### src/design/esc_pkg.sv
// Package: shared widths, codes and payload types of the elevator scan controller.
package esc_pkg;

  localparam int unsigned FloorW = 6;
  localparam int unsigned KindW  = 2;
  localparam int unsigned MotionW = 2;
  localparam int unsigned DwellW = 8;

  localparam logic [DwellW-1:0] DwellReset = 8'd3;

  // Request operation codes.
  localparam logic OpTick    = 1'b0;
  localparam logic OpRequest = 1'b1;

  // Call kinds of a floor request.
  localparam logic [KindW-1:0] CallUp   = 2'd0;
  localparam logic [KindW-1:0] CallStop = 2'd1;
  localparam logic [KindW-1:0] CallDown = 2'd2;

  // Motion codes as reported on the result channel.
  localparam logic [MotionW-1:0] MotionIdle = 2'd0;
  localparam logic [MotionW-1:0] MotionUp   = 2'd1;
  localparam logic [MotionW-1:0] MotionDown = 2'd2;

  // Sweep direction codes.
  localparam logic DirUp   = 1'b0;
  localparam logic DirDown = 1'b1;

  // Car state machine, one-hot.
  typedef enum logic [2:0] {
    CarIdle = 3'b001,
    CarUp   = 3'b010,
    CarDown = 3'b100
  } car_state_e;

endpackage

### src/design/esc_req_if.sv
// Interface: request channel carrying ticks and floor requests.
interface esc_req_if;
  logic                       valid;
  logic                       ready;
  logic                       operation;
  logic [esc_pkg::FloorW-1:0] floor_number;
  logic [esc_pkg::KindW-1:0]  call_kind;

  modport source (output valid, output operation, output floor_number, output call_kind,
                  input ready);
  modport sink   (input valid, input operation, input floor_number, input call_kind,
                  output ready);
endinterface

### src/design/esc_rsp_if.sv
// Interface: result channel reporting the car status after each request.
interface esc_rsp_if;
  logic                        valid;
  logic                        ready;
  logic [esc_pkg::FloorW-1:0]  car_floor;
  logic [esc_pkg::MotionW-1:0] motion_state;
  logic                        heading;
  logic                        pending;

  modport source (output valid, output car_floor, output motion_state, output heading,
                  output pending, input ready);
  modport sink   (input valid, input car_floor, input motion_state, input heading,
                  input pending, output ready);
endinterface

### src/design/elevator_scan_controller_unit.sv
// Top level: SCAN-style single-car elevator controller with a registered result stage.
//
//   Channel   Direction  Handshake        Carries
//   req_i     in         valid/ready      operation, floor_number, call_kind
//   rsp_o     out        valid/ready      car_floor, motion_state, heading, pending
//   cfg       in         cfg_we_i only    dwell_ticks (8 bits)
//
// For every request, the car state is updated at the edge that accepts it,
// and the status after that update is loaded into the result register at the same edge.
// The only loop is the state update itself, so one request is accepted per cycle unless a held result stalls it.
// The result register frees up at the edge where its contents are taken, so a new
// request is accepted while the previous result is being handed off; only a held
// result with rsp_o.ready low stalls the request side.
// Reset clears all request flags, puts the car idle at the ground floor heading up,
// and loads dwell_ticks with 3.
module elevator_scan_controller_unit #(
  parameter int unsigned FLOORS = 16
) (
  input  logic                       clk_i,
  input  logic                       rst_ni,
  esc_req_if.sink                    req_i,
  esc_rsp_if.source                  rsp_o,
  input  logic                       cfg_we_i,
  input  logic [esc_pkg::DwellW-1:0] cfg_wdata_i
);
  import esc_pkg::*;

  // Index width into the per-floor flag vectors.
  localparam int unsigned IdxW = (FLOORS > 1) ? $clog2(FLOORS) : 1;
  // Wide enough to hold FLOORS itself for the range check.
  localparam int unsigned RangeW = FloorW + 1;
  localparam logic [RangeW-1:0] FloorsTop = RangeW'(FLOORS);

  // Architectural state.
  logic [FLOORS-1:0] up_calls_q, up_calls_d;
  logic [FLOORS-1:0] stop_calls_q, stop_calls_d;
  logic [FLOORS-1:0] down_calls_q, down_calls_d;
  logic [FloorW-1:0] floor_q, floor_d;
  car_state_e        car_q, car_d;
  logic              dir_q, dir_d;
  logic [DwellW-1:0] dwell_left_q, dwell_left_d;
  logic [DwellW-1:0] dwell_ticks_q;

  // Result register.
  logic               rsp_valid_q;
  logic [FloorW-1:0]  rsp_floor_q;
  logic [MotionW-1:0] rsp_motion_q;
  logic               rsp_heading_q;
  logic               rsp_pending_q;
  logic [MotionW-1:0] motion_d;

  logic req_fire;

  // Decode of the current floor and of requests above and below it.
  logic [IdxW-1:0]   here_idx;
  logic [FLOORS-1:0] any_calls;
  logic [FLOORS-1:0] above_mask;
  logic [FLOORS-1:0] below_mask;
  logic [FLOORS-1:0] here_mask;
  logic              req_above;
  logic              req_below;
  logic              serve_up;
  logic              serve_down;

  // Decode of a floor request.
  logic [RangeW-1:0] req_floor_ext;
  logic              req_in_range;
  logic [FloorW-1:0] req_floor_idx;
  logic [FLOORS-1:0] req_bit;

  // A new request is taken whenever the result register is empty or being emptied.
  assign req_i.ready = !rsp_valid_q || rsp_o.ready;
  assign req_fire    = req_i.valid && req_i.ready;

  assign here_idx  = floor_q[IdxW-1:0];
  assign any_calls = up_calls_q | stop_calls_q | down_calls_q;

  always_comb begin
    for (int i = 0; i < FLOORS; i++) begin
      above_mask[i] = FloorW'(i) > floor_q;
      below_mask[i] = FloorW'(i) < floor_q;
      here_mask[i]  = FloorW'(i) == floor_q;
    end
  end

  assign req_above  = |(any_calls & above_mask);
  assign req_below  = |(any_calls & below_mask);
  assign serve_up   = up_calls_q[here_idx] || stop_calls_q[here_idx];
  assign serve_down = down_calls_q[here_idx] || stop_calls_q[here_idx];

  // Floor numbers on the request are one-based; zero and anything above FLOORS drop.
  assign req_floor_ext = {1'b0, req_i.floor_number};
  assign req_in_range  = (req_i.floor_number != '0) && (req_floor_ext <= FloorsTop);
  assign req_floor_idx = req_i.floor_number - 1'b1;

  always_comb begin
    for (int i = 0; i < FLOORS; i++) begin
      req_bit[i] = req_in_range && (FloorW'(i) == req_floor_idx);
    end
  end

  // Next-state logic for one accepted request.
  always_comb begin
    up_calls_d   = up_calls_q;
    stop_calls_d = stop_calls_q;
    down_calls_d = down_calls_q;
    floor_d      = floor_q;
    car_d        = car_q;
    dir_d        = dir_q;
    dwell_left_d = dwell_left_q;

    if (req_i.operation == OpRequest) begin
      // An unknown call kind sets nothing.
      case (req_i.call_kind)
        CallUp:   up_calls_d   = up_calls_q | req_bit;
        CallStop: stop_calls_d = stop_calls_q | req_bit;
        CallDown: down_calls_d = down_calls_q | req_bit;
        default:  ;
      endcase
    end else begin
      case (car_q)
        CarUp: begin
          if (serve_up) begin
            car_d        = CarIdle;
            dwell_left_d = dwell_ticks_q;
          end else if (req_above) begin
            floor_d = floor_q + 1'b1;
          end else begin
            car_d = CarDown;
            dir_d = DirDown;
          end
        end
        CarDown: begin
          if (serve_down) begin
            car_d        = CarIdle;
            dwell_left_d = dwell_ticks_q;
          end else if (req_below) begin
            floor_d = floor_q - 1'b1;
          end else begin
            car_d = CarUp;
            dir_d = DirUp;
          end
        end
        default: begin
          // Dwelling: once the count has run out, clear this floor and pick a way to go.
          // Clearing the current floor does not affect the above/below checks.
          if (dwell_left_q == '0) begin
            up_calls_d   = up_calls_q & ~here_mask;
            stop_calls_d = stop_calls_q & ~here_mask;
            down_calls_d = down_calls_q & ~here_mask;
            if (dir_q == DirUp) begin
              car_d = req_above ? CarUp : CarDown;
            end else begin
              car_d = req_below ? CarDown : CarUp;
            end
          end else begin
            dwell_left_d = dwell_left_q - 1'b1;
          end
        end
      endcase
    end
  end

  always_comb begin
    case (car_d)
      CarUp:   motion_d = MotionUp;
      CarDown: motion_d = MotionDown;
      default: motion_d = MotionIdle;
    endcase
  end

  always_ff @(posedge clk_i or negedge rst_ni) begin
    if (!rst_ni) begin
      up_calls_q    <= '0;
      stop_calls_q  <= '0;
      down_calls_q  <= '0;
      floor_q       <= '0;
      car_q         <= CarIdle;
      dir_q         <= DirUp;
      dwell_left_q  <= '0;
      dwell_ticks_q <= DwellReset;
      rsp_valid_q   <= 1'b0;
    end else begin
      if (cfg_we_i) begin
        dwell_ticks_q <= cfg_wdata_i;
      end
      if (req_fire) begin
        up_calls_q   <= up_calls_d;
        stop_calls_q <= stop_calls_d;
        down_calls_q <= down_calls_d;
        floor_q      <= floor_d;
        car_q        <= car_d;
        dir_q        <= dir_d;
        dwell_left_q <= dwell_left_d;
        rsp_valid_q  <= 1'b1;
      end else if (rsp_o.ready) begin
        rsp_valid_q <= 1'b0;
      end
    end
  end

  // Result payload needs no reset; it is only looked at while valid is high.
  always_ff @(posedge clk_i) begin
    if (req_fire) begin
      rsp_floor_q   <= floor_d;
      rsp_motion_q  <= motion_d;
      rsp_heading_q <= dir_d;
      rsp_pending_q <= |(up_calls_d | stop_calls_d | down_calls_d);
    end
  end

  assign rsp_o.valid        = rsp_valid_q;
  assign rsp_o.car_floor    = rsp_floor_q;
  assign rsp_o.motion_state = rsp_motion_q;
  assign rsp_o.heading      = rsp_heading_q;
  assign rsp_o.pending      = rsp_pending_q;

endmodule
### src/flat_wrapper.sv
// flat-port wrapper written by rule: the top's interface ports become plain ports
module elevator_scan_controller_unit_flat import esc_pkg::*;
#(
  parameter int unsigned FLOORS = 16
)
  (clk_i, rst_ni, cfg_we_i, cfg_wdata_i, req_i_valid, req_i_operation, req_i_floor_number, req_i_call_kind, req_i_ready, rsp_o_valid, rsp_o_car_floor, rsp_o_motion_state, rsp_o_heading, rsp_o_pending, rsp_o_ready);
  esc_req_if req_i_i ();
  esc_rsp_if rsp_o_i ();
  input  logic clk_i;
  input  logic rst_ni;
  input  logic cfg_we_i;
  input  logic [esc_pkg::DwellW-1:0] cfg_wdata_i;
  input wire logic [$bits(req_i_i.valid)-1:0] req_i_valid;
  input wire logic [$bits(req_i_i.operation)-1:0] req_i_operation;
  input wire logic [$bits(req_i_i.floor_number)-1:0] req_i_floor_number;
  input wire logic [$bits(req_i_i.call_kind)-1:0] req_i_call_kind;
  output wire logic [$bits(req_i_i.ready)-1:0] req_i_ready;
  output wire logic [$bits(rsp_o_i.valid)-1:0] rsp_o_valid;
  output wire logic [$bits(rsp_o_i.car_floor)-1:0] rsp_o_car_floor;
  output wire logic [$bits(rsp_o_i.motion_state)-1:0] rsp_o_motion_state;
  output wire logic [$bits(rsp_o_i.heading)-1:0] rsp_o_heading;
  output wire logic [$bits(rsp_o_i.pending)-1:0] rsp_o_pending;
  input wire logic [$bits(rsp_o_i.ready)-1:0] rsp_o_ready;
  assign req_i_i.valid = req_i_valid;
  assign req_i_i.operation = req_i_operation;
  assign req_i_i.floor_number = req_i_floor_number;
  assign req_i_i.call_kind = req_i_call_kind;
  assign req_i_ready = req_i_i.ready;
  assign rsp_o_valid = rsp_o_i.valid;
  assign rsp_o_car_floor = rsp_o_i.car_floor;
  assign rsp_o_motion_state = rsp_o_i.motion_state;
  assign rsp_o_heading = rsp_o_i.heading;
  assign rsp_o_pending = rsp_o_i.pending;
  assign rsp_o_i.ready = rsp_o_ready;
  elevator_scan_controller_unit #(.FLOORS(FLOORS)) u_core (.clk_i(clk_i), .rst_ni(rst_ni), .req_i(req_i_i), .rsp_o(rsp_o_i), .cfg_we_i(cfg_we_i), .cfg_wdata_i(cfg_wdata_i));
endmodule
### config.mk
export PLATFORM = sky130hd
export DESIGN_NAME = elevator_scan_controller_unit_flat
export DESIGN_NICKNAME = d
export VERILOG_FILES = /design/src/design/esc_pkg.sv /design/src/design/esc_req_if.sv /design/src/design/esc_rsp_if.sv /design/src/design/elevator_scan_controller_unit.sv /design/src/flat_wrapper.sv
export SDC_FILE = /design/constraint.sdc
export NUM_CORES = 1
export LEC_CHECK = 0
export BUFFER_PORTS_ARGS = -buffer_cell sky130_fd_sc_hd__buf_4
export CAP_MARGIN = 20
export CORE_ASPECT_RATIO = 1.5
export CORE_UTILIZATION = 30
export DETAILED_ROUTE_END_ITERATION = 16
export SLEW_MARGIN = 20
export SYNTH_ARGS = -nofsm -noshare
export SYNTH_HDL_FRONTEND = slang
export SYNTH_SLANG_ARGS = --single-unit
### constraint.sdc
create_clock -name clk_i -period 2.8 [get_ports clk_i]
set_clock_uncertainty 0.15 [all_clocks]
set_input_delay 0.28 -clock clk_i [delete_from_list [all_inputs] [get_ports clk_i]]
set_output_delay 0.28 -clock clk_i [all_outputs]
set_load 0.02 [all_outputs]
==> results.toml, run 1 <==
[power]
netSwitchingPower_mw = 2.494
power_density_mw_per_mm2 = 810.7
internal-power_mw = 3.840
pwr-share-clk = 0.193
power_frac_seq = 0.259
netSwitchingFraction = 0.3937
power_frac_comb = 0.548
p_total_mw = 6.334
ir_worst_vdd_mv = 0.3054
leakage_nw = 3.260

[setup_path]
cp.arrival_ns = 2.89
worstSetupPathType = "reg2reg"
worstPathRequired_ns = 2.74
endpoint = "u_core.rsp_o.motion_state[1]"
r2r-start = "u_core.floor_q[0]"
critPathMaxFanout = 8
r2r_end = "u_core.rsp_o.motion_state[1]"
regToRegSetupSlack_ns = -0.15
setup.worst_path.start_class = "register"
end_kind = "register"
critPathLaunch = "u_core.floor_q[0]"
r2r_cells = 11

[sta]
timing.hold.ws_ns = 0.01965
fin_ws_ns = -0.1479
period_needed_ns = 2.948
setup_viol = 17
rsz0062_at_grt = "yes"
slew_headroom = 0.3300
worst_slew_pin_slew_ns = 1.005
finalHoldViolations = 0
fmax_mhz = 339.2
fin_crit_sh = 1.053
drv_slew = 0

[drt]
wl_per_cell_um = 18.63
drt_pass1_iterations = 5
drt.antenna.violating_nets = 0
drc = 0
drt-initial-drc-count = 278
wirelength_mm = 19.30
vias = 5644
viasPerCell = 5.448

[outcome]
violations = "setup timing"
status = "finished with violations"

[logic_synthesis]
synthCells = 632
postSynthNetCount = 661
synth_area_mm2 = 0.005629
seq_area_frac_synth = 0.3874
yosysUniqueCellTypes = 83
synth_edf_count = 10
yosysWarnings = 0
synthArstFlopShare = 0.8824
avgSynthCellArea_um2 = 8.907
ys_ff_latch = 85
synthFlopType = "dfrtp_1"

[layout]
syn2layout_area_growth_pct = 38.81
final_cell_count_no_fill = 1036
nets = 808
drive_gt1_frac = 0.3508
diodes = 0
finalInstanceArea_mm2 = 0.007814

[place]
placed_cells = 999
place.gp.congestion = 0.9468
portBuffers = 33
place_area_mm2 = 0.006978
dpl_worst_slack_ns = -0.4188
hpwlAfterDp_mm = 14.45

[clock_tree]
clock_latency_ns = 0.35
ctsRootBufferMaster = "clkbuf_16"
cts_made_buffers = 9
cts_tree = "built"
cts.sinks = 85
clock_path_buffers = 2
clk_pin_slew_ns = 0.07
ctsHtreeMaxLevel = 3

[grt]
grt_usage = 0.2023
grt_pass1_vias = 5561
grt_pass1_wl_mm = 29.77
grt-ovfl-total = 0
grt_max_degree = 76
antenna_found_initial = 0

[floorplanning]
fp.dieH_um = 169.8
core_area_mm2 = 0.01847
die_area_mm2 = 0.01933
placement_rows = 61
io_pins = 34
die_w_um = 113.8
start_util = 0.3048

[hold_path]
hp-class = "in2reg"

[run]
maxCapViolations = 0
==> cells in the mapped netlist, types with 3 or more instances <==
master	n	area, µm²
mux2_2	13	146.4
a211oi_1	3	22.52
buf_2	8	40.04
a221oi_1	3	26.28
a21oi_1	22	110.1
o21ai_0	79	395.4
a31oi_1	9	56.30
nor2_1	44	165.2
o31ai_1	4	30.03
nor4_1	7	43.79
nand3_1	22	110.1
o21a_1	5	37.54
clkbuf_1	21	78.83
nor3b_1	3	22.52
and2_1	6	37.54
mux4_2	5	112.6
o22ai_1	7	43.79
inv_1	17	63.81
o221ai_1	6	52.55
o211ai_1	3	22.52
mux4_1	3	78.83
ha_1	7	87.58
xnor2_1	5	43.79
dfstp_2	3	78.83
a21o_1	3	22.52
nand2b_1	8	50.05
a2bb2oi_1	3	26.28
mux2i_1	15	150.1
o21ai_1	5	25.02
nor4b_1	3	26.28
nor2b_1	9	56.30
o32ai_1	3	26.28
or3_1	11	68.82
a22oi_1	6	45.04
nor3_1	22	110.1
and3_1	8	50.05
buf_1	3	11.26
edfxtp_1	10	300.3
nand2_1	83	311.6
o2bb2ai_1	4	35.03
nand4_1	9	56.30
dfrtp_1	72	1802
==> stage by stage <==
step / utilization / TNS, ns
finish: 0.4230 / -1.136
global route: 0.4230 / -2.800
CTS: 0.4090 / -0.8433
detailed placement: 0.3778 / -5.464
global placement: 0.3778 / -4.503
floorplan: - / -0.2135
==> layer usage <==
| layer | GRT usage | vias to the layer above | wire length [µm] |
|---|---|---|---|
| met5 | 0 | - | 0 |
| met4 | 0.1417 | 0 | 1331 |
| met3 | 0.02679 | 80 | 616 |
| met2 | 0.3743 | 177 | 10260 |
| met1 | 0.2082 | 2747 | 7094 |
| li1 | - | 2640 | - |
==> worst min-delay path by stage <==
stage / from / end / slack, ns / cells after the start
floorplan: rst_ni / u_core.car_q[1] / -0.17 / 0
global placement: req_i_valid / u_core.rsp_o.valid / 0.33 / 2
detailed placement: req_i_valid / u_core.rsp_o.valid / 0.33 / 2
CTS: cfg_wdata_i[4] / u_core.dwell_ticks_q[4] / 0.02 / 2
global route: cfg_wdata_i[7] / u_core.dwell_ticks_q[7] / 0.01 / 2
finish: cfg_wdata_i[4] / u_core.dwell_ticks_q[4] / 0.02 / 2
==> power by group through the flow <==
stage	Combinational, mW	Sequential (mW)	Clock, mW
finish	3.47	1.64	1.23
global route	3.68	1.66	1.30
CTS	3.15	1.63	1.25
detailed placement	2.87	1.64	0
global placement	2.85	1.64	0
floorplan	1.80	1.63	0
==> registers in the layout, indices dropped and copies added, names as in the netlist, 2 cells and up <==
register,cells
u_core.car_q,3
u_core.down_calls_q,16
u_core.dwell_left_q,8
u_core.dwell_ticks_q,8
u_core.floor_q,6
u_core.rsp_o.car_floor,6
u_core.rsp_o.motion_state,2
u_core.stop_calls_q,16
u_core.up_calls_q,16
==> worst max-delay path, cell delays in order (launching register included) <==
cell      delay (ns)
dfrtp_1         0.40
buf_12          0.16
buf_8           0.12
mux4_2          0.51
mux2_4          0.29
a211oi_4        0.21
buf_6           0.15
o21bai_4        0.11
o21ai_1         0.15
a222oi_1        0.11
buf_4           0.18
nor3b_2         0.15
==> cell families after synthesis <==
family / after synthesis / share of synthesized area
AND/OR/NAND/NOR: 250 / 0.2234
XOR/XNOR: 6 / 0.009335
multiplexers: 37 / 0.08935
buffers and inverters: 55 / 0.04601
flip-flops: 85 / 0.3874
adder cells (fa/ha/maj): 7 / 0.01556
AO/OA/AOI/OAI: 192 / 0.2289
==> placed cells by master (no fill, tap or decap), types with 8 or more instances in the layout <==
master     instances
nand4_1            9
edfxtp_1          10
nand2b_1           8
a31oi_1            8
or3_1             11
mux2i_1           15
nor3_1            21
clkbuf_16          9
buf_4            150
o21ai_0           66
o21ai_1           15
buf_6             13
dfrtp_1           71
nand2_1           82
nand3_1           20
mux2_2             9
nor2_1            44
a21oi_1           17
inv_1             12
nor2b_1            9
==> area by class of cell <==
cell class	count	area, µm²
Multi-Input combinational cell	492	3506
Clock inverter	6	71.32
Fill cell	1863	10660
Clock buffer	10	229.0
Inverter	18	72.57
Timing Repair Buffer	173	1438
Tap cell	252	315.3
Sequential cell	85	2182
==> timing repair <==
item,CTS,global route
hold buffers,2,0
setup endpoints to repair,28,35
setup buffers,8,11
pin swaps,24,26
hold endpoints to repair,14,0
gates resized for setup,54,44
Power figures use the tool's default switching activity.
==> run 2, diff against run 1 <==
--- a/config.mk
+++ b/config.mk
@@ -5,7 +5,7 @@
 export SDC_FILE = /design/constraint.sdc
 export NUM_CORES = 1
 export LEC_CHECK = 0
-export BUFFER_PORTS_ARGS = -buffer_cell sky130_fd_sc_hd__buf_4
+export BUFFER_PORTS_ARGS = -buffer_cell sky130_fd_sc_hd__buf_2
 export CAP_MARGIN = 20
 export CORE_ASPECT_RATIO = 1.5
 export CORE_UTILIZATION = 30
==> run 2 against run 1 <==
  * The run still ends with setup timing left
  * Critical path depth unchanged
  * Total power down 1.1%
  * Clock-buffer cell count increased by 1
  * Critical endpoint unchanged
  * Largest cell class unchanged
==> results.toml, run 2 (synthesis results as in run 1) <==
[clock_tree]
ctsHtreeMaxLevel = 3
ctsRootBufferMaster = "clkbuf_16"
clk_pin_slew_ns = 0.07
cts_made_buffers = 9
clock_path_buffers = 2
cts.sinks = 85
cts_tree = "built"
clock_latency_ns = 0.35

[layout]
syn2layout_area_growth_pct = 37.81
nets = 813
final_common_cell = "buf_4"
layout_common_cells = "buf_4, nand2_1, dfrtp_1"
diodes = 0
drive_gt1_frac = 0.3587
reg.largest.list = "u_core.down_calls_q x16, u_core.stop_calls_q x16, u_core.up_calls_q x16"

[outcome]
violations = "setup timing"
status = "finished with violations"

[sta]
rsz0062_at_grt = "yes"
drv_slew = 0
fin_ws_ns = -0.1725
fmax_mhz = 336.4
finalHoldViolations = 0
timing.hold.ws_ns = 0.01361
fin_crit_sh = 1.062
slew_headroom = 0.5444
setup_viol = 17
period_needed_ns = 2.973
worst_slew_pin_slew_ns = 0.6738

[power]
netSwitchingFraction = 0.3975
power_density_mw_per_mm2 = 807.2
leakage_nw = 3.252
pwr-share-clk = 0.191
ir_worst_vdd_mv = 0.3201
power_frac_seq = 0.259
power_frac_comb = 0.549
netSwitchingPower_mw = 2.489
internal-power_mw = 3.773

[drt]
drt.antenna.violating_nets = 0
viasPerCell = 5.438
drt-initial-drc-count = 313
wl_per_cell_um = 18.90
wirelength_mm = 19.67
vias = 5661
drc = 0
drt_pass1_iterations = 5

[grt]
grt_usage = 0.2083
grt_pass1_vias = 5754
grt_max_degree = 76
grt_pass1_wl_mm = 30.71
antenna_found_initial = 0
grt-ovfl-total = 0

[place]
hpwlAfterDp_mm = 14.96
place.gp.congestion = 0.9687
portBuffers = 33
dpl_worst_slack_ns = -0.2972

[setup_path]
cp.arrival_ns = 2.92
worstPathRequired_ns = 2.75
regToRegSetupSlack_ns = -0.17
critPathMaxFanout = 5
worstSetupPathType = "reg2reg"
setup.worst_path.start_class = "register"
end_kind = "register"

[hold_path]
hp-class = "in2reg"

[run]
maxCapViolations = 0

[floorplanning]
io_pins = 34
placement_rows = 61
fp.dieH_um = 169.8
die_w_um = 113.8
start_util = 0.3048
die_area_mm2 = 0.01933
core_area_mm2 = 0.01847
run 2: cell types whose count changed in the layout (fill, tap and decap cells not counted), sizes merged:
cell and change:
buf +5, bufinv -1, clkbuf +1, clkinv +1
clkinvlp -1
run 2: power groups by stage:
stage / logic, mW / registers (mW) / clock network, mW
after detailed placement: 2.92 / 1.63 / 0
after global placement: 2.90 / 1.63 / 0
after global routing: 3.68 / 1.65 / 1.26
after CTS: 3.20 / 1.62 / 1.22
after floorplan: 1.80 / 1.63 / 0
final: 3.44 / 1.62 / 1.20
run 2: critical path: stages, from the launching register on:
cell	delay (ns)
dfrtp_2	0.43
buf_12	0.14
buf_6	0.12
mux4_2	0.49
mux2_4	0.29
a211oi_4	0.25
buf_6	0.15
o21bai_4	0.08
o21ai_2	0.16
a222oi_1	0.12
buf_4	0.19
nor3b_2	0.14
run 2: per-layer routing:
layer / global-route usage / wire length, µm
met3: 0.03036 / 650
met2: 0.3799 / 10660
met1: 0.2151 / 7121
met4: 0.1513 / 1241
met5: 0 / 0
run 2: final timing paths:
check                                       startpoint                           end  depth (start not counted)
min in group asynchronous                       rst_ni        u_core.down_calls_q[3]                          3
worst min register to register  u_core.down_calls_q[0]        u_core.down_calls_q[0]                          2
max in group asynchronous                       rst_ni               u_core.car_q[0]                          3
worst min-delay path                    cfg_wdata_i[4]       u_core.dwell_ticks_q[4]                          2
worst max register to register       u_core.floor_q[0]  u_core.rsp_o.motion_state[1]                         11
worst max-delay path                 u_core.floor_q[0]  u_core.rsp_o.motion_state[1]                         11
run 2: metrics by stage:
step	cell area, µm²	utilization	power [mW]	std cells	TNS [ns]
6_report	7757	0.4200	6.262	1041	-1.285
5_1_grt	7757	0.4200	6.596	1041	-3.351
4_1_cts	7543	0.4084	6.044	1036	-1.513
2_1_floorplan	5652	-	3.432	632	-0.2135
3_3_place_gp	6980	0.3779	4.528	1010	-1.639
3_5_place_dp	6980	0.3779	4.545	1010	-2.546
run 2: area by class of cell:
type | instances | area, µm²
Multi-Input combinational cell | 492 | 3501
Clock buffer | 11 | 254.0
Tap cell | 252 | 315.3
Sequential cell | 85 | 2183
Timing Repair Buffer | 178 | 1393
Inverter | 18 | 70.07
Clock inverter | 5 | 41.29
Fill cell | 1867 | 10710
run 2: what timing repair did:
action,4_1_cts,5_1_grt
gates resized for setup,44,45
gates cloned,1,0
hold buffers,2,0
setup buffers,7,6
setup endpoints to repair,25,32
endpoints found under the hold margin,73,0
pin swaps,11,21
